## config.mk

```make
export PLATFORM = sky130hd
export DESIGN_NAME = wav_data_chunk_extractor_core
export DESIGN_NICKNAME = d
export VERILOG_FILES = /design/src/sv/wdce_pkg.sv /design/src/sv/wav_data_chunk_extractor_core.sv /design/src/sv/wdce_parser.sv
export VERILOG_INCLUDE_DIRS = /design/src /design/src/sv
export SDC_FILE = /design/constraint.sdc
export NUM_CORES = 1
export LEC_CHECK = 0
export BUFFER_PORTS_ARGS = -buffer_cell sky130_fd_sc_hd__clkbuf_2
export CELL_PAD_IN_SITES_DETAIL_PLACEMENT = 1
export CELL_PAD_IN_SITES_GLOBAL_PLACEMENT = 1
export CORE_MARGIN = 2
export CORE_UTILIZATION = 50
export DETAILED_ROUTE_END_ITERATION = 10
export PLACE_DENSITY = 0.94
export SYNTH_ARGS = -nofsm -noshare
export SYNTH_HDL_FRONTEND = slang
export SYNTH_SLANG_ARGS = --single-unit
```

## constraint.sdc

```tcl
create_clock -name clk -period 9.4 [get_ports clk]
set_input_delay 0.47 -clock clk [delete_from_list [all_inputs] [get_ports clk]]
set_output_delay 0.47 -clock clk [all_outputs]
set_load 0.02 [all_outputs]
```

## src/sv/wav_data_chunk_extractor_core_assert.svh

```systemverilog
// assertion macros for the wav data chunk extractor
// used by the top level only, no other dependencies
`ifndef WAV_DATA_CHUNK_EXTRACTOR_CORE_ASSERT_SVH
`define WAV_DATA_CHUNK_EXTRACTOR_CORE_ASSERT_SVH
`ifndef ASSERT_OFF
`define WDCE_ASSERT_ALWAYS(lbl, clk_i, rst_ni, cond) \
	lbl: assert property (@(posedge clk_i) disable iff (!rst_ni) (cond)) \
		else $error("wdce check failed");
`define WDCE_ASSERT_IMPLY(lbl, clk_i, rst_ni, ante, cons) \
	lbl: assert property (@(posedge clk_i) disable iff (!rst_ni) (ante) |-> (cons)) \
		else $error("wdce check failed");
`define WDCE_ASSERT_NEXT(lbl, clk_i, rst_ni, ante, cons) \
	lbl: assert property (@(posedge clk_i) disable iff (!rst_ni) (ante) |=> (cons)) \
		else $error("wdce check failed");
`else
`define WDCE_ASSERT_ALWAYS(lbl, clk_i, rst_ni, cond)
`define WDCE_ASSERT_IMPLY(lbl, clk_i, rst_ni, ante, cons)
`define WDCE_ASSERT_NEXT(lbl, clk_i, rst_ni, ante, cons)
`endif
`endif

```

## src/sv/wdce_pkg.sv

```systemverilog
// shared types and constants of the wav data chunk extractor
// no dependencies
package wdce_pkg;

	localparam int HEADER_WINDOW_DEF  = 1024;
	localparam int MIN_FILE_BYTES_DEF = 44;

	localparam logic [11:0] MIN_PAYLOAD_RST = 12'd1024;
	localparam logic [31:0] RIFF_ID = 32'h52494646;
	localparam logic [31:0] WAVE_ID = 32'h57415645;
	localparam logic [31:0] DATA_ID = 32'h64617461;
	localparam logic [12:0] COUNT_MAX = 13'h1FFF;

	typedef enum logic [4:0] {
		PH_MAGIC   = 5'b00001,
		PH_HEADER  = 5'b00010,
		PH_SKIP    = 5'b00100,
		PH_PAYLOAD = 5'b01000,
		PH_FAIL    = 5'b10000
	} phase_t;

	typedef struct packed {
		logic [7:0] data_byte;
		logic       byte_valid;
		logic       done_res;
		logic       success;
	} result_t;

	// character of a four character code, first character in the top byte
	function automatic logic [7:0] fourcc_char(input logic [31:0] id, input logic [1:0] idx);
		logic [7:0] c;
		unique case (idx)
			2'd0: c = id[31:24];
			2'd1: c = id[23:16];
			2'd2: c = id[15:8];
			default: c = id[7:0];
		endcase
		return c;
	endfunction

endpackage

```

## src/sv/wav_data_chunk_extractor_core.sv

```systemverilog
// top level of the wav data chunk extractor: input register, parser, result register
// depends on wdce_pkg, wdce_parser and wav_data_chunk_extractor_core_assert.svh
//
// usage
//  - s_* carries the file one byte per word, s_tlast on the final byte of a file
//  - m_* returns one word per payload byte and one word for the final byte
//    (a single word if the final byte is a payload byte); header and skipped bytes give no word
//  - m_tuser[0] flags a payload byte, m_tuser[1] flags success on the final word
//  - cfg_we/cfg_wdata set the payload threshold, only while the block is idle
// timing
//  - two register stages: input register, then parser into the result register driving m_*
//  - one byte per cycle unless m_tready stalls; bytes only touch small parse counters
// reset
//  - arst_n clears the parse state, empties both stages, threshold back to 1024
//  - after the final byte of a file the parse state clears on its own
// back-pressure
//  - with m_tvalid high and m_tready low the result register holds, a full input
//    register stays full and s_tready drops; no word is lost or repeated
module wav_data_chunk_extractor_core #(
	parameter int HEADER_WINDOW  = wdce_pkg::HEADER_WINDOW_DEF,
	parameter int MIN_FILE_BYTES = wdce_pkg::MIN_FILE_BYTES_DEF
) (
	input  logic        clk,
	input  logic        arst_n,
	input  logic        s_tvalid,
	output logic        s_tready,
	input  logic [7:0]  s_tdata,   // [7:0] file_byte
	input  logic        s_tlast,   // end_of_file
	output logic        m_tvalid,
	input  logic        m_tready,
	output logic [7:0]  m_tdata,   // [7:0] data_byte
	output logic [1:0]  m_tuser,   // [0] byte_valid, [1] success
	output logic        m_tlast,   // done_res
	input  logic        cfg_we,
	input  logic [11:0] cfg_wdata  // min_payload_bytes
);

	`include "wav_data_chunk_extractor_core_assert.svh"

	logic              in_valid_s1;
	logic [7:0]        byte_s1;
	logic              eof_s1;
	logic              out_valid_q;
	wdce_pkg::result_t res_q;
	wdce_pkg::result_t res;
	logic              res_valid;
	logic              out_free;
	logic              adv;
	logic [11:0]       min_payload_q;

	// result register can take a word when empty or being drained
	assign out_free = !out_valid_q || m_tready;
	assign adv      = in_valid_s1 && out_free;
	assign s_tready = !in_valid_s1 || out_free;

	// threshold register
	always_ff @(posedge clk or negedge arst_n) begin
		if (!arst_n)
			min_payload_q <= wdce_pkg::MIN_PAYLOAD_RST;
		else if (cfg_we)
			min_payload_q <= cfg_wdata;
	end

	// input register
	always_ff @(posedge clk or negedge arst_n) begin
		if (!arst_n)
			in_valid_s1 <= 1'b0;
		else if (s_tready)
			in_valid_s1 <= s_tvalid;
	end

	always_ff @(posedge clk) begin
		if (s_tvalid && s_tready) begin
			byte_s1 <= s_tdata;
			eof_s1  <= s_tlast;
		end
	end

	// parse logic sits between the two registers, state moves on each advance
	wdce_parser #(
		.HEADER_WINDOW (HEADER_WINDOW),
		.MIN_FILE_BYTES(MIN_FILE_BYTES)
	) u_parser (
		.clk              (clk),
		.arst_n           (arst_n),
		.step             (adv),
		.file_byte        (byte_s1),
		.end_of_file      (eof_s1),
		.min_payload_bytes(min_payload_q),
		.res_valid        (res_valid),
		.res              (res)
	);

	// result register; bytes with no result are dropped here
	always_ff @(posedge clk or negedge arst_n) begin
		if (!arst_n)
			out_valid_q <= 1'b0;
		else if (out_free)
			out_valid_q <= adv && res_valid;
	end

	always_ff @(posedge clk) begin
		if (adv && res_valid)
			res_q <= res;
	end

	assign m_tvalid   = out_valid_q;
	assign m_tdata    = res_q.data_byte;
	assign m_tuser[0] = res_q.byte_valid;
	assign m_tuser[1] = res_q.success;
	assign m_tlast    = res_q.done_res;

	// every word is a payload byte or the final word of a file
	`WDCE_ASSERT_IMPLY(a_word_has_cause, clk, arst_n, m_tvalid, m_tuser[0] || m_tlast)
	// success only reported on the final word
	`WDCE_ASSERT_IMPLY(a_success_on_last, clk, arst_n, m_tvalid && m_tuser[1], m_tlast)
	// non-payload words carry a zero byte
	`WDCE_ASSERT_IMPLY(a_zero_data, clk, arst_n, m_tvalid && !m_tuser[0], m_tdata == 8'd0)
	// a held input word stays in the input register
	`WDCE_ASSERT_NEXT(a_in_hold, clk, arst_n, in_valid_s1 && !out_free, in_valid_s1)

endmodule

```

## src/sv/wdce_parser.sv

```systemverilog
// chunk walking state and the per-word parse logic
// depends on wdce_pkg
module wdce_parser #(
	parameter int HEADER_WINDOW  = wdce_pkg::HEADER_WINDOW_DEF,
	parameter int MIN_FILE_BYTES = wdce_pkg::MIN_FILE_BYTES_DEF
) (
	input  logic              clk,
	input  logic              arst_n,
	input  logic              step,
	input  logic [7:0]        file_byte,
	input  logic              end_of_file,
	input  logic [11:0]       min_payload_bytes,
	output logic              res_valid,
	output wdce_pkg::result_t res
);

	localparam int POS_W  = $clog2(HEADER_WINDOW + 1);
	localparam int SKIP_W = $clog2(HEADER_WINDOW + 3);
	localparam logic [POS_W-1:0] POS_WIN  = POS_W'(HEADER_WINDOW);
	localparam logic [POS_W-1:0] POS_MINM = POS_W'(MIN_FILE_BYTES - 1);
	localparam logic [POS_W-1:0] POS_4    = POS_W'(4);
	localparam logic [POS_W-1:0] POS_8    = POS_W'(8);
	localparam logic [POS_W-1:0] POS_11   = POS_W'(11);
	localparam logic [POS_W-1:0] POS_12   = POS_W'(12);

	wdce_pkg::phase_t phase_q, phase_d;
	logic [POS_W-1:0]  pos_q, pos_d;
	logic [31:0]       id_q, id_d;
	logic [31:0]       size_q, size_d;
	logic [2:0]        idx_q, idx_d;
	logic [SKIP_W-1:0] skip_q, skip_d;
	logic [12:0]       count_q, count_d;
	logic              emit;
	logic              ok;

	always_comb begin
		phase_d = phase_q;
		id_d    = id_q;
		size_d  = size_q;
		idx_d   = idx_q;
		skip_d  = skip_q;
		count_d = count_q;
		emit    = 1'b0;
		unique case (phase_q)
			wdce_pkg::PH_MAGIC: begin
				if (pos_q < POS_4 && file_byte != wdce_pkg::fourcc_char(wdce_pkg::RIFF_ID, pos_q[1:0]))
					phase_d = wdce_pkg::PH_FAIL;
				else if (pos_q >= POS_8 && pos_q < POS_12
						&& file_byte != wdce_pkg::fourcc_char(wdce_pkg::WAVE_ID, pos_q[1:0]))
					phase_d = wdce_pkg::PH_FAIL;
				else if (pos_q >= POS_11) begin
					phase_d = wdce_pkg::PH_HEADER;
					idx_d   = 3'd0;
				end
			end
			wdce_pkg::PH_HEADER: begin
				if (pos_q >= POS_WIN) begin
					phase_d = wdce_pkg::PH_FAIL;
				end else begin
					if (!idx_q[2]) begin
						id_d = {id_q[23:0], file_byte};
					end else begin
						unique case (idx_q[1:0])
							2'd0: size_d[7:0]   = file_byte;
							2'd1: size_d[15:8]  = file_byte;
							2'd2: size_d[23:16] = file_byte;
							default: size_d[31:24] = file_byte;
						endcase
					end
					idx_d = idx_q + 3'd1;
					if (idx_q == 3'd7) begin
						// header complete: id and size are both in
						if (id_q == wdce_pkg::DATA_ID) begin
							phase_d = wdce_pkg::PH_PAYLOAD;
						end else if (size_d > 32'(HEADER_WINDOW)) begin
							phase_d = wdce_pkg::PH_FAIL;
						end else begin
							skip_d  = SKIP_W'(size_d) + SKIP_W'(size_d[0]);
							phase_d = (skip_d == '0) ? wdce_pkg::PH_HEADER : wdce_pkg::PH_SKIP;
						end
						id_d   = '0;
						size_d = '0;
					end
				end
			end
			wdce_pkg::PH_SKIP: begin
				if (skip_q != '0)
					skip_d = skip_q - SKIP_W'(1);
				if (skip_d == '0)
					phase_d = wdce_pkg::PH_HEADER;
			end
			wdce_pkg::PH_PAYLOAD: begin
				emit = 1'b1;
				if (count_q < wdce_pkg::COUNT_MAX)
					count_d = count_q + 13'd1;
			end
			default: phase_d = wdce_pkg::PH_FAIL;
		endcase
		pos_d = (pos_q < POS_WIN) ? pos_q + POS_W'(1) : pos_q;
	end

	assign ok = (phase_d == wdce_pkg::PH_PAYLOAD) && (pos_q >= POS_MINM)
			&& (count_d > {1'b0, min_payload_bytes});

	assign res_valid      = emit || end_of_file;
	assign res.data_byte  = emit ? file_byte : 8'd0;
	assign res.byte_valid = emit;
	assign res.done_res   = end_of_file;
	assign res.success    = end_of_file && ok;

	always_ff @(posedge clk or negedge arst_n) begin
		if (!arst_n) begin
			phase_q <= wdce_pkg::PH_MAGIC;
			pos_q   <= '0;
			id_q    <= '0;
			size_q  <= '0;
			idx_q   <= '0;
			skip_q  <= '0;
			count_q <= '0;
		end else if (step) begin
			if (end_of_file) begin
				// next file starts from a clean parse
				phase_q <= wdce_pkg::PH_MAGIC;
				pos_q   <= '0;
				id_q    <= '0;
				size_q  <= '0;
				idx_q   <= '0;
				skip_q  <= '0;
				count_q <= '0;
			end else begin
				phase_q <= phase_d;
				pos_q   <= pos_d;
				id_q    <= id_d;
				size_q  <= size_d;
				idx_q   <= idx_d;
				skip_q  <= skip_d;
				count_q <= count_d;
			end
		end
	end

endmodule
```

==> results.md, run 1 <==
* Status: finished clean
* First-pass GRT wire length at between 40 and 50 mm
* Worst Hold Slack at ~0.05 ns
* Met2 Resource Use GR at roughly 53%
* Peak VDD IR at ~0.16 mV
* Die area at 16970 sq um
* Via-to-Cell Ratio at around 6.6
* Port bufs at 38
* GRT Total Usage at a little under a third
* ANT nets after route at 0
* Setup Crit Path Kind: flop to flop
* Fin crit share at 39.88%
* Gates resized, CTS repair at 0
* Worst rel slew slack at approximately 14%
* N_diodes at 0
* Total Power at roughly 1.6 mW
* I/O Pins at 39
* TritonCTS Sinks at between 100 and 150
* Number of global-route vias before repair at about 7400
* Clock Pin Slew Worst Setup and Hold Paths at around 0.07 ns
* Setup ws final at between 5 and 6 ns
* RSZ-0062 raised after global routing: false
* GR peak layer: met2
* Post-CTS Repair Setup Buffers at 0
* Grt ovf at 0
* Number of synthesized flops with an enable pin at 20
* Routed len/inst at ~23 um
* P&R area growth vs syn at 10.86%
* Core area at roughly 16000 sq um
* Seq/Total Area, Yosys at between 40% and 50%
* DR iter-0 viols at about 650
* TritonRoute pass-1 iters at 5
* Final Skew at ~0.013 ns
* Tmin final at roughly 3.7 ns
* Worst EP required at between 9 and 10 ns
* P_leak at 4.016 nW
* PD cells at 181.9 nW/um^2
* Layout Utilization at a little under three fifths
* Num rows at 46
* Slew Limit Fails at 0
* Num CTS Buffers at 17
* Initial antenna violation count at 0
* RD Place Congestion at 0.8900
* Synthesized netlist cell count at 860
* Post-place setup slack at approximately 6 ns
* Slew at the pin closest to its max-slew limit at about 1.3 ns
* Worst r2r path cells at 13
* Data arrival time of the critical path at approximately 3.9 ns
* Setup TNS at 0 ns
* Clock tree from TritonCTS: yes
* Initial Util at about half
* Die Width at 130.3 um
* DR DRC count at 0
* Yosys warns at 0
* Met1 GRT Util at about 40%
* Flop-to-flop setup slack at 5.65 ns
* MaxCap Viol Count at 0
* Synthesized flop and latch total at between 100 and 150
* Syn_nets at 914
* Clock root buffer: clkbuf_16
* Asr flop ratio synth at between 80% and 90%
* Critical Path Start Type: flop
* Mean Syn Cell Area at around 9.3 sq um
* Nets at 926
* H-tree levels at 4
* Layout cells sized above 1 at 11.53%
* CP endpoint kind: flop
* CP Max Fanout at 11
* Total routed wirelength at 25.46 mm
* Yosys cell types at slightly above 70
* Netlist Area Pre-Place at 7973 sq um
* Reg-to-reg startpoint: u_parser.phase_q[4]
* DIE HEIGHT at about 130 um
* Fin. Hold Viols at 0
* Largest net degree at the start of global routing at 74
* Setup-failing EPs final at 0
* Clock buffer depth at 2
* Max Freq at ~270 MHz
* Via count at between 7000 and 8000
* Worst reg2reg endpoint: m_tuser[1]
* Post-detail-place hpwl at around 16 mm
* Clock Latency Late Sink at approximately 0.44 ns
* Hold-fix buffers, CTS at 0
* Main synth FF type: dfrtp_1
* Hold Crit Class: primary input to asynchronous set/reset pin
* Routing usage on met3 at under 10%
## cells in the final DEF (no fill, tap or decap), drive strengths merged, types with 18 or more instances in the layout
cell,synthesis,routed
o21ai,53,53
inv,26,33
dfrtp,119,119
o31ai,18,18
mux2i,18,18
ha,28,28
clkbuf,38,55
nor2,53,53
nand3,53,53
nand2,143,143
edfxtp,20,20
a21oi,32,32
nor3,19,19
a32o,26,26
## metrics by stage
| stage | area, sq um | std cells |
|---|---|---|
| 2_1_floorplan | 7973 | 860 |
| 3_3_place_gp | 8280 | 1069 |
| 3_5_place_dp | 8280 | 1069 |
| 4_1_cts | 8838 | 1101 |
| 5_1_grt | 8838 | 1101 |
| 6_report | 8838 | 1101 |
## critical path, stage by stage (launching register included)
cell      delay, ns
dfrtp_1        0.46
nor2_1         0.52
nand2_1        0.28
a31oi_1        0.42
and2_1         0.35
nand3_1        0.16
xnor2_1        0.17
ha_1           0.30
a21oi_1        0.14
nor2b_1        0.06
o21ai_0        0.20
nand2_1        0.09
o21ai_0        0.21
a311oi_1       0.12
## sequential cells by signal, indices dropped and copies added, names as in the netlist
register and count:
u_parser.id_q 32, eof_s1 1, u_parser.pos_q 11, m_tdata 8, u_parser.count_q 13, u_parser.phase_q 5
byte_s1 8, min_payload_q 12, in_valid_s1 1, u_parser.size_q 32, u_parser.skip_q 11, u_parser.idx_q 3
m_tuser 2, m_tlast 1, m_tvalid 1
## cell usage after synthesis (8+ instances only)
cell	instances	share of area [%]
inv_1	26	1.2
xor2_1	9	0.99
clkbuf_1	38	1.8
a21oi_1	32	2.0
nand3_1	53	3.3
nand2_1	142	6.7
ha_1	28	4.4
edfxtp_1	20	7.5
o21ai_1	9	0.56
and3_1	11	0.86
a31oi_1	8	0.63
a32o_1	26	3.3
dfrtp_1	119	37
o21ai_0	44	2.8
nor2_1	53	2.5
o31ai_1	15	1.4
nor3_1	18	1.1
nand2b_1	11	0.86
xnor2_1	15	1.6
mux2i_1	18	2.3
mux2_2	8	1.1
a22o_1	12	1.3
nor4_1	13	1.0
nand4_1	15	1.2
## cells by family after synthesis
family,synth area share [%]
AND/OR/NAND/NOR,23.02
AO/OA/AOI/OAI,16.86
flip-flops,45.54
buffers and inverters,4.017
adder cells (fa/ha/maj),4.394
multiplexers,3.531
XOR/XNOR,2.637
## power by group
group          internal [mW]  switching (mW)
clock network          0.357           0.294
logic                 0.0733           0.151
registers              0.665          0.0669
total                   1.10           0.512
## per-layer routing
metal | routed length [um] | up-vias
met5 | 0 | -
met4 | 1049 | 0
met3 | 1508 | 98
met2 | 12610 | 338
met1 | 10280 | 3659
li1 | - | 3157
## layout make-up
type | count | area, sq um
clock buffers | 18 | 450.4
well taps | 216 | 270.3
repair buffers | 45 | 245.2
flip-flops and latches | 141 | 3631
multi-input cells | 640 | 4033
inverters | 27 | 101.3
fillers | 1752 | 6874
clock inverters | 14 | 107.6
## worst max-delay path by stage
stage                              from         end  depth (start not counted)
floorplan           u_parser.phase_q[2]  m_tuser[1]                         14
global placement    u_parser.phase_q[2]  m_tuser[1]                         12
detailed placement  u_parser.phase_q[2]  m_tuser[1]                         13
CTS                 u_parser.phase_q[2]  m_tuser[1]                         13
global route        u_parser.phase_q[4]  m_tuser[1]                         13
finish              u_parser.phase_q[4]  m_tuser[1]                         13
(Power assumes the default switching activity.)
==> inputs of run 2 (changes only) <==
--- a/config.mk
+++ b/config.mk
@@ -6,13 +6,14 @@
 export SDC_FILE = /design/constraint.sdc
 export NUM_CORES = 1
 export LEC_CHECK = 0
+export ABC_AREA = 1
 export BUFFER_PORTS_ARGS = -buffer_cell sky130_fd_sc_hd__clkbuf_2
 export CELL_PAD_IN_SITES_DETAIL_PLACEMENT = 1
 export CELL_PAD_IN_SITES_GLOBAL_PLACEMENT = 1
 export CORE_MARGIN = 2
-export CORE_UTILIZATION = 50
+export CORE_UTILIZATION = 42
 export DETAILED_ROUTE_END_ITERATION = 10
-export PLACE_DENSITY = 0.94
+export PLACE_DENSITY = 0.88
 export SYNTH_ARGS = -nofsm -noshare
 export SYNTH_HDL_FRONTEND = slang
 export SYNTH_SLANG_ARGS = --single-unit
==> constraint.sdc (replaced) <==
create_clock -name clk -period 3.31 [get_ports clk]
set_input_delay 0.1655 -clock clk [delete_from_list [all_inputs] [get_ports clk]]
set_output_delay 0.1655 -clock clk [all_outputs]
set_load 0.02 [all_outputs]
==> run 2 against run 1 <==
  * Via count is 6.1% higher
  * Combinational power rose to 3.6 times the previous value
  * Setup slack got worse by 5.9 ns
  * Synthesized cell count is 22% higher
  * Hold slack gained 0.0052 ns
  * Clock-buffer cell count increased by 1
  * Die area rose by 21%
  * The run now ends with negative setup slack left
  * Register-to-register slack lost 5.9 ns
==> results.md, run 2 <==
* Yosys warns at 0 (unchanged)
* Max Freq at 280.4 MHz (was 266.7 MHz)
* Biggest regs: u_parser.id_q x32, u_parser.size_q x32, u_parser.count_q x13 (unchanged)
* Setup-failing EPs final at 1 (was 0)
* DIE HEIGHT at 143.6 um (was 130.3 um)
* Mean Syn Cell Area at 7.823 sq um (was 9.271 sq um)
* Via-to-Cell Ratio at 5.522 (was 6.587)
* Status: complete, but fails checks (was finished clean)
* CP max stage cell: dfrtp_1 (was nor2_1)
* DR iter-0 viols at 473 (was 651)
* Total routed wirelength at 26.41 mm (was 25.46 mm)
* H-tree levels at 4 (unchanged)
* CP endpoint kind: flop (unchanged)
* Num CTS Buffers at 17 (unchanged)
* GRT Total Usage at 25.28% (was 31.63%)
* Core area at 19270 sq um (was 15710 sq um)
* Cell with the most instances after synthesis: nand2_1 (unchanged)
* Dpl cells at 1324 (was 1069)
* Seq/Total Area, Yosys at 44.37% (was 45.54%)
* TritonCTS Sinks at 141 (unchanged)
* Post-synth top area share at 36.39% (was 37.35%)
* Routed len/inst at 18.94 um (was 23.12 um)
* Die area at 20620 sq um (was 16970 sq um)
* Clock Latency Late Sink at 0.44 ns (about the same)
* Synthesized netlist cell count at 1046 (was 860)
* CP Max Fanout at 7 (was 11)
* P_leak at 4.687 nW (was 4.016 nW)
* Setup ws final at -0.2567 ns (was 5.651 ns)
* Synthesized flop and latch total at 141 (unchanged)
* Fin crit share at 107.8% (was 39.88%)
* Nets at 1169 (was 926)
* Worst reg2reg endpoint: m_tuser[1] (unchanged)
* Netlist Area Pre-Place at 8183 sq um (was 7973 sq um)
* Crit path to: m_tuser[1] (unchanged)
* CP Cell Sequence: inv_2 -> nor2_1 -> inv_1 -> nor4_4 -> nand2_2 -> o21ai_4 -> nor2_1 -> xor2_1 -> inv_1 -> ha_1 -> a21oi_2 -> nor3_2 -> a211oi_2 -> nand2_1 -> nand3_1 -> nand2_1 -> nand2_1 -> nand2_1 -> nand2_1 -> a21oi_2 (was nor2_1 -> nand2_1 -> a31oi_1 -> and2_1 -> nand3_1 -> xnor2_1 -> ha_1 -> a21oi_1 -> nor2b_1 -> o21ai_0 -> nand2_1 -> o21ai_0 -> a311oi_1)
* Number of global-route vias before repair at 8104 (was 7436)
* Worst setup path start: u_parser.count_q[0] (was u_parser.phase_q[4])
* Main synth FF type: dfrtp_1 (unchanged)
* Largest net degree at the start of global routing at 65 (was 74)
* Via count at 7697 (was 7252)
* Clock Pin Slew Worst Setup and Hold Paths at 0.06 ns (was 0.07 ns)
* P&R area growth vs syn at 17.75% (was 10.86%)
* Fin. Hold Viols at 0 (unchanged)
* Hold Crit Class: primary input to flop (was primary input to asynchronous set/reset pin)
* Post-place setup slack at 0.03678 ns (was 5.916 ns)
* Die Width at 143.6 um (was 130.3 um)
* Peak VDD IR at 0.3965 mV (was 0.1581 mV)
* Worst Hold Slack at 0.05541 ns (was 0.05021 ns)
* Setup Crit Path Kind: flop to flop (unchanged)
* Data arrival time of the critical path at 3.73 ns (was 3.92 ns)
* Clock root buffer: clkbuf_16 (unchanged)
* Post-Layout Cell Count at 1394 (was 1101)
* Reg-to-reg startpoint: u_parser.count_q[0] (was u_parser.phase_q[4])
* Initial Util at 42.46% (was 50.74%)
* Post-synth top cells: 225 x nand2_1, 161 x inv_1, 119 x dfrtp_1 (was 142 x nand2_1, 119 x dfrtp_1, 53 x nand3_1, 53 x nor2_1, 44 x o21ai_0)
* Asr flop ratio synth at 85.82% (unchanged)
* DR DRC count at 0 (unchanged)
* RD Place Congestion at 0.8461 (was 0.8900)
* Most frequent cells in the layout: 222 x nand2_1, 159 x inv_1, 119 x dfrtp_1, 96 x nand3_1, 75 x nor2_1 (was 142 x nand2_1, 119 x dfrtp_1, 53 x nand3_1, 52 x nor2_1, 44 x o21ai_0)
* Layout cells sized above 1 at 15.16% (was 11.53%)
* Largest stage delay, worst path at 0.41 ns (was 0.52 ns)
* Setup TNS at -0.2567 ns (was 0 ns)
* Flop-to-flop setup slack at -0.26 ns (was 5.65 ns)
* I/O Pins at 39 (unchanged)
* Port bufs at 38 (unchanged)
* First-pass GRT wire length at 40.63 mm (was 41.04 mm)
* PD cells at 496.8 nW/um^2 (was 181.9 nW/um^2)
* Most used cell, CP: nand2_1
* Clock tree from TritonCTS: yes (unchanged)
* RSZ-0062 raised after global routing: true (was false)
* Num rows at 51 (was 46)
* Worst r2r path cells at 20 (was 13)
* Slew at the pin closest to its max-slew limit at 0.8525 ns (was 1.289 ns)
* Total Power at 4.787 mW (was 1.608 mW)
* Critical Path Start Type: flop (unchanged)
* Slew Limit Fails at 0 (unchanged)
* Syn_nets at 1100 (was 914)
* Number of synthesized flops with an enable pin at 20 (unchanged)
* Yosys cell types at 51 (was 72)
* Grt ovf at 0 (unchanged)
* Synth area leader: dfrtp_1 (unchanged)
* Worst rel slew slack at 42.90% (was 13.77%)
* Initial antenna violation count at 1 (was 0)
* # fillers at 2374 (was 1752)
* Synth area leaders: dfrtp_1 36%, nand2_1 10%, inv_1 7.4% (was dfrtp_1 37%, edfxtp_1 7.5%, nand2_1 6.7%)
* Worst EP required at 3.47 ns (was 9.57 ns)
* TritonRoute pass-1 iters at 7 (was 5)
* Post-detail-place hpwl at 16.18 mm (was 15.60 mm)
* Tmin final at 3.567 ns (was 3.749 ns)
* Final Skew at 0.01096 ns (was 0.01258 ns)
* MaxCap Viol Count at 0 (unchanged)
* ANT nets after route at 0 (unchanged)
* Failing checks: negative setup slack
* Commonest non-fill, non-tap cell in the layout: nand2_1 (unchanged)
* Clock buffer depth at 2 (unchanged)
run 2: cell count changes in the layout (fill, tap and decap cells not counted), moves of 18 or more:
cell           before  now
a21oi_1            31   13
a32o_1             26    0
buf_4               8   26
dlygate4sd3_1       0   22
inv_1              26  159
mux2i_1            18    0
nand2_1           142  222
nand3_1            53   96
nor2_1             52   75
o21ai_0            44   69
o21ai_1             9   42
o22ai_1             1   20
run 2: kinds of logic (layout without fill, tap and decap cells):
family | count (synthesis) | after routing | share of synthesized area, %
buffers and inverters | 203 | 285 | 10.31
AOI/OAI and AO/OA | 179 | 179 | 12.77
DFF | 141 | 141 | 44.37
xor gates and xnor gates | 15 | 15 | 1.606
muxes | 1 | 1 | 0.1376
and+or+nand+nor | 479 | 479 | 26.53
adders and majority gates | 28 | 28 | 4.281
other | 0 | 1 | 0
run 2: worst max-delay path: cells and delay by family (launching register included):
family | cells | cell delay (ns)
compound gates | 4 | 0.70
flops | 1 | 0.41
simple gates | 11 | 1.26
fa+ha+maj | 1 | 0.34
buf+inv | 3 | 0.27
xor+xnor | 1 | 0.30
run 2: power by group:
part	total (mW)	switching [mW]	internal, mW
Sequential	2.03	0.125	1.91
Combinational	0.811	0.562	0.249
Clock	1.94	0.850	1.09
Total	4.79	1.54	3.25
run 2: metal layers:
metal / up-vias / global-route usage [%] / wire length, um
li1: 3552 / - / -
met1: 3831 / 28.50 / 10530
met2: 221 / 45.31 / 13580
met3: 93 / 5.032 / 1085
met4: 0 / 12.80 / 1214
met5: - / 0 / 0
run 2: repair_timing:
item,4_1_cts,5_1_grt
hold buffers,22,0
pin swaps,1,13
endpoints found under the setup margin,1,1
gates resized for setup,1,23
endpoints found under the hold margin,83,0
setup buffers,1,14
run 2: cell type report:
type	instances	area, sq um	area share [%]
diodes	1	2.502	0.02597
clock buffers	19	452.9	4.701
clock inverters	13	128.9	1.337
inverters	167	626.9	6.506
multi-input cells	702	3841	39.86
flip-flops and latches	141	3631	37.68
well taps	265	331.6	3.441
repair buffers	86	620.6	6.441
run 2: worst min path at each step:
| stage | from | endpoint | cells past startpoint |
|---|---|---|---|
| after floorplan | arst_n | in_valid_s1 | 0 |
| after global placement | arst_n | u_parser.size_q[16] | 1 |
| after detailed placement | arst_n | u_parser.size_q[17] | 1 |
| after CTS | cfg_wdata[5] | min_payload_q[5] | 3 |
| after global routing | cfg_wdata[5] | min_payload_q[5] | 3 |
| final | cfg_wdata[5] | min_payload_q[5] | 3 |
run 2: metrics by stage:
step | instance area (sq um) | utilization, %
after detailed placement | 8593 | 44.59
after floorplan | 8183 | -
final | 9635 | 50.00
after global placement | 8593 | 44.59
after CTS | 9410 | 48.83
after global routing | 9635 | 50.00
==> inputs of run 3 (changes only) <==
--- a/config.mk
+++ b/config.mk
@@ -13,7 +13,9 @@
 export CORE_MARGIN = 2
 export CORE_UTILIZATION = 42
 export DETAILED_ROUTE_END_ITERATION = 10
+export MAX_ROUTING_LAYER = met4
 export PLACE_DENSITY = 0.88
 export SYNTH_ARGS = -nofsm -noshare
 export SYNTH_HDL_FRONTEND = slang
+export SYNTH_HIERARCHICAL = 1
 export SYNTH_SLANG_ARGS = --single-unit
==> run 3 against run 2 <==
  * Largest cell class unchanged
  * Wire length up 3.7%
  * Register-to-register slack better by 0.20 ns
  * Core utilization down 0.33 points
  * The flow still finishes with violations (negative setup slack)
  * Hold slack better by 0.026 ns
  * Die area up 1.3%
==> results.md, run 3 <==
* Switching Fraction at 28.90% (was 32.11%)
* RD Place Congestion at 0.8859 (was 0.8461)
* Clock Pin Slew Worst Setup and Hold Paths at 0.06 ns (about the same)
* TritonCTS Sinks at 141 (unchanged)
* Post-detail-place hpwl at 16.65 mm (was 16.18 mm)
* Commonest non-fill, non-tap cell in the layout: nand2_1 (unchanged)
* Synth Area in Simple Gates at 28.47% (was 26.53%)
* Synth Area in XOR/XNOR at 1.162% (was 1.606%)
* P&R area growth vs syn at 16.19% (was 17.75%)
* CP endpoint kind: flop (unchanged)
* DIE HEIGHT at 144.5 um (was 143.6 um)
* Data arrival time of the critical path at 3.63 ns (was 3.73 ns)
* Core area at 19400 sq um (was 19270 sq um)
* Mean Syn Cell Area at 7.643 sq um (was 7.823 sq um)
* DR DRC count at 0 (unchanged)
* Worst Hold Slack at 0.08133 ns (was 0.05541 ns)
* Post-synth top cells: 246 x nand2_1, 166 x inv_1, 119 x dfrtp_1 (was 225 x nand2_1, 161 x inv_1, 119 x dfrtp_1)
* Cell with the most instances after synthesis: nand2_1 (unchanged)
* Sequential power share at 42.7% (was 42.5%)
* Critical Path Start Type: flop (unchanged)
* Clock buffer depth at 2 (unchanged)
* Nets at 1200 (was 1169)
* Setup TNS at -0.05293 ns (was -0.2567 ns)
* First-pass GRT wire length at 43.17 mm (was 40.63 mm)
* Status: complete, but fails checks (unchanged)
* Hold Crit Class: primary input to flop (unchanged)
* Number of synthesized flops with an enable pin at 20 (unchanged)
* Num rows at 51 (unchanged)
* GRT Total Usage at 27.57% (was 25.28%)
* NetSw at 1.341 mW (was 1.537 mW)
* Clock tree from TritonCTS: yes (unchanged)
* Initial Util at 42.75% (was 42.46%)
* Setup Crit Path Kind: flop to flop (unchanged)
* Clock share of power at 43.1% (was 40.6%)
* Worst EP required at 3.58 ns (was 3.47 ns)
* Via count at 7924 (was 7697)
* Grt ovf at 0 (unchanged)
* Largest family of logic cells by synthesized area: simple AND/OR/NAND/NOR gates (unchanged)
* I/O Pins at 39 (unchanged)
* Initial antenna violation count at 0 (was 1)
* Max Freq at 297.4 MHz (was 280.4 MHz)
* P_leak at 4.710 nW (was 4.687 nW)
* Adder-cell share of the synthesized area at 4.074% (was 4.281%)
* ANT nets after route at 0 (unchanged)
* Synth area leader: dfrtp_1 (unchanged)
* Largest net degree at the start of global routing at 68 (was 65)
* Fin crit share at 101.6% (was 107.8%)
* Die area at 20880 sq um (was 20620 sq um)
* Syn_nets at 1138 (was 1100)
* Routed len/inst at 19.22 um (was 18.94 um)
* Synth area leaders: dfrtp_1 36%, nand2_1 11%, inv_1 7.5% (was dfrtp_1 36%, nand2_1 10%, inv_1 7.4%)
* Slew at the pin closest to its max-slew limit at 0.9326 ns (was 0.8525 ns)
* DR iter-0 viols at 643 (was 473)
* Asr flop ratio synth at 85.82% (unchanged)
* Setup ws final at -0.05293 ns (was -0.2567 ns)
* Tmin final at 3.363 ns (was 3.567 ns)
* N_diodes at 0 (was 1)
* Worst rel slew slack at 37.83% (was 42.90%)
* Main synth FF type: dfrtp_1 (unchanged)
* Biggest regs: u_parser/id_q x32, u_parser/size_q x32, u_parser/count_q x13 (was u_parser.id_q x32, u_parser.size_q x32, u_parser.count_q x13)
* Failing checks: negative setup slack (unchanged)
* Die Width at 144.5 um (was 143.6 um)
* Logic pwr share at 14.1% (was 16.9%)
* Slew Limit Fails at 0 (unchanged)
* Clock Latency Late Sink at 0.43 ns (was 0.44 ns)
* Clock root buffer: clkbuf_16 (unchanged)
* Peak VDD IR at 0.3881 mV (was 0.3965 mV)
* TritonRoute pass-1 iters at 5 (was 7)
* Total routed wirelength at 27.38 mm (was 26.41 mm)
* Fraction of synthesized area in multiplexers at 0% (was 0.1376%)
* Setup-failing EPs final at 1 (unchanged)
* Via-to-Cell Ratio at 5.561 (was 5.522)
* Yosys warns at 6 (was 0)
* Layout cells sized above 1 at 11.47% (was 15.16%)
* Port bufs at 38 (unchanged)
* PD cells at 481.4 nW/um^2 (was 496.8 nW/um^2)
* Synthesized flop and latch total at 141 (unchanged)
* Yosys cell types at 47 (was 51)
* Compound-Gate Fraction of Synth Area at 11.48% (was 12.77%)
* Final Skew at 0.01120 ns (was 0.01096 ns)
* Most frequent cells in the layout: 245 x nand2_1, 165 x inv_1, 118 x dfrtp_1, 117 x nand3_1, 93 x o21ai_0 (was 222 x nand2_1, 159 x inv_1, 119 x dfrtp_1, 96 x nand3_1, 75 x nor2_1)
* Netlist Area Pre-Place at 8293 sq um (was 8183 sq um)
* Num CTS Buffers at 17 (unchanged)
* MaxCap Viol Count at 0 (unchanged)
* H-tree levels at 4 (unchanged)
* Synthesized netlist cell count at 1085 (was 1046)
* P_int at 3.298 mW (was 3.250 mW)
* Post-synth top area share at 35.91% (was 36.39%)
* CP Max Fanout at 7 (unchanged)
* Seq/Total Area, Yosys at 43.78% (was 44.37%)
* Number of global-route vias before repair at 8371 (was 8104)
* Total Power at 4.638 mW (was 4.787 mW)
* Fin. Hold Viols at 0 (unchanged)
-- run 3: layer usage --
layer | vias to the layer above | share of wire (%) | track usage, %
met2 | 269 | 51 | 46.99
li1 | 3658 | - | -
met4 | 0 | 3.5 | 11.75
met5 | - | 0 | -
met3 | 80 | 4.8 | 4.106
met1 | 3917 | 41 | 32.64
-- run 3: final timing paths --
check                      slack, ns  depth (start not counted)                  end                 from
setup / recovery               -0.05                         19           m_tuser[1]  u_parser/count_q[7]
setup reg to reg               -0.05                         19           m_tuser[1]  u_parser/count_q[7]
min in group asynchronous       0.41                          2     min_payload_q[8]               arst_n
hold reg to reg                 0.49                          2  u_parser/size_q[11]  u_parser/size_q[11]
hold / removal                  0.08                          4          in_valid_s1             m_tready
max in group asynchronous       2.08                          3  u_parser/size_q[18]               arst_n
-- run 3: per-stage QoR --
| step | cell area, sq um | util (%) | worst slack (ns) | instances |
|---|---|---|---|---|
| after floorplan | 8293 | - | 0.6108 | 1085 |
| after global placement | 8703 | 44.87 | 0.2602 | 1366 |
| after detailed placement | 8703 | 44.87 | 0.1154 | 1366 |
| after CTS | 9544 | 49.20 | 0.04599 | 1421 |
| after global routing | 9635 | 49.67 | -0.1636 | 1425 |
| final | 9635 | 49.67 | -0.05293 | 1425 |
-- run 3: power by group through the flow --
| stage | Clock (mW) | Sequential [mW] | Combinational, mW |
|---|---|---|---|
| 2_1_floorplan | 0 | 1.97 | 0.403 |
| 3_3_place_gp | 0 | 2.00 | 0.560 |
| 3_5_place_dp | 0 | 2.01 | 0.586 |
| 4_1_cts | 2.01 | 1.98 | 0.627 |
| 5_1_grt | 2.08 | 2.00 | 0.722 |
| 6_report | 2.00 | 1.98 | 0.655 |
-- run 3: cells by family (layout without fill, tap and decap cells) --
logic type      after synthesis  in the layout
compound gates              176            176
xor+xnor                     11             11
fa+ha+maj                    27             27
buf+inv                     211            286
flops                       141            141
simple gates                519            519
-- run 3: final cells by class --
type	count	area [sq um]
multi-input cells	733	3820
well taps	265	331.6
flip-flops and latches	141	3632
clock inverters	8	101.3
repair buffers	84	608.1
clock buffers	24	504.2
fillers	2435	9763
inverters	170	638.1
-- run 3: worst max-delay path: stages, from the launching register on --
cell	delay, ns
dfrtp_1	0.41
nand2_1	0.16
nor3_4	0.25
inv_1	0.08
nor2_1	0.18
nand2_1	0.12
nand2_4	0.13
inv_1	0.08
nand2_1	0.10
xor2_2	0.20
inv_1	0.08
ha_1	0.33
nand2_1	0.11
o31ai_1	0.35
nand2_1	0.11
a21oi_1	0.17
o21ai_1	0.09
nand2_1	0.07
nand2_1	0.05
a21oi_1	0.12
-- run 3: what timing repair did --
action / 4_1_cts / 5_1_grt
hold buffers: 23 / 0
buffers inserted: 0 / 4
endpoints found under the setup margin: 1 / 1
pin swaps: 0 / 3
resized for setup: 1 / 14
endpoints found under the hold margin: 85 / 0
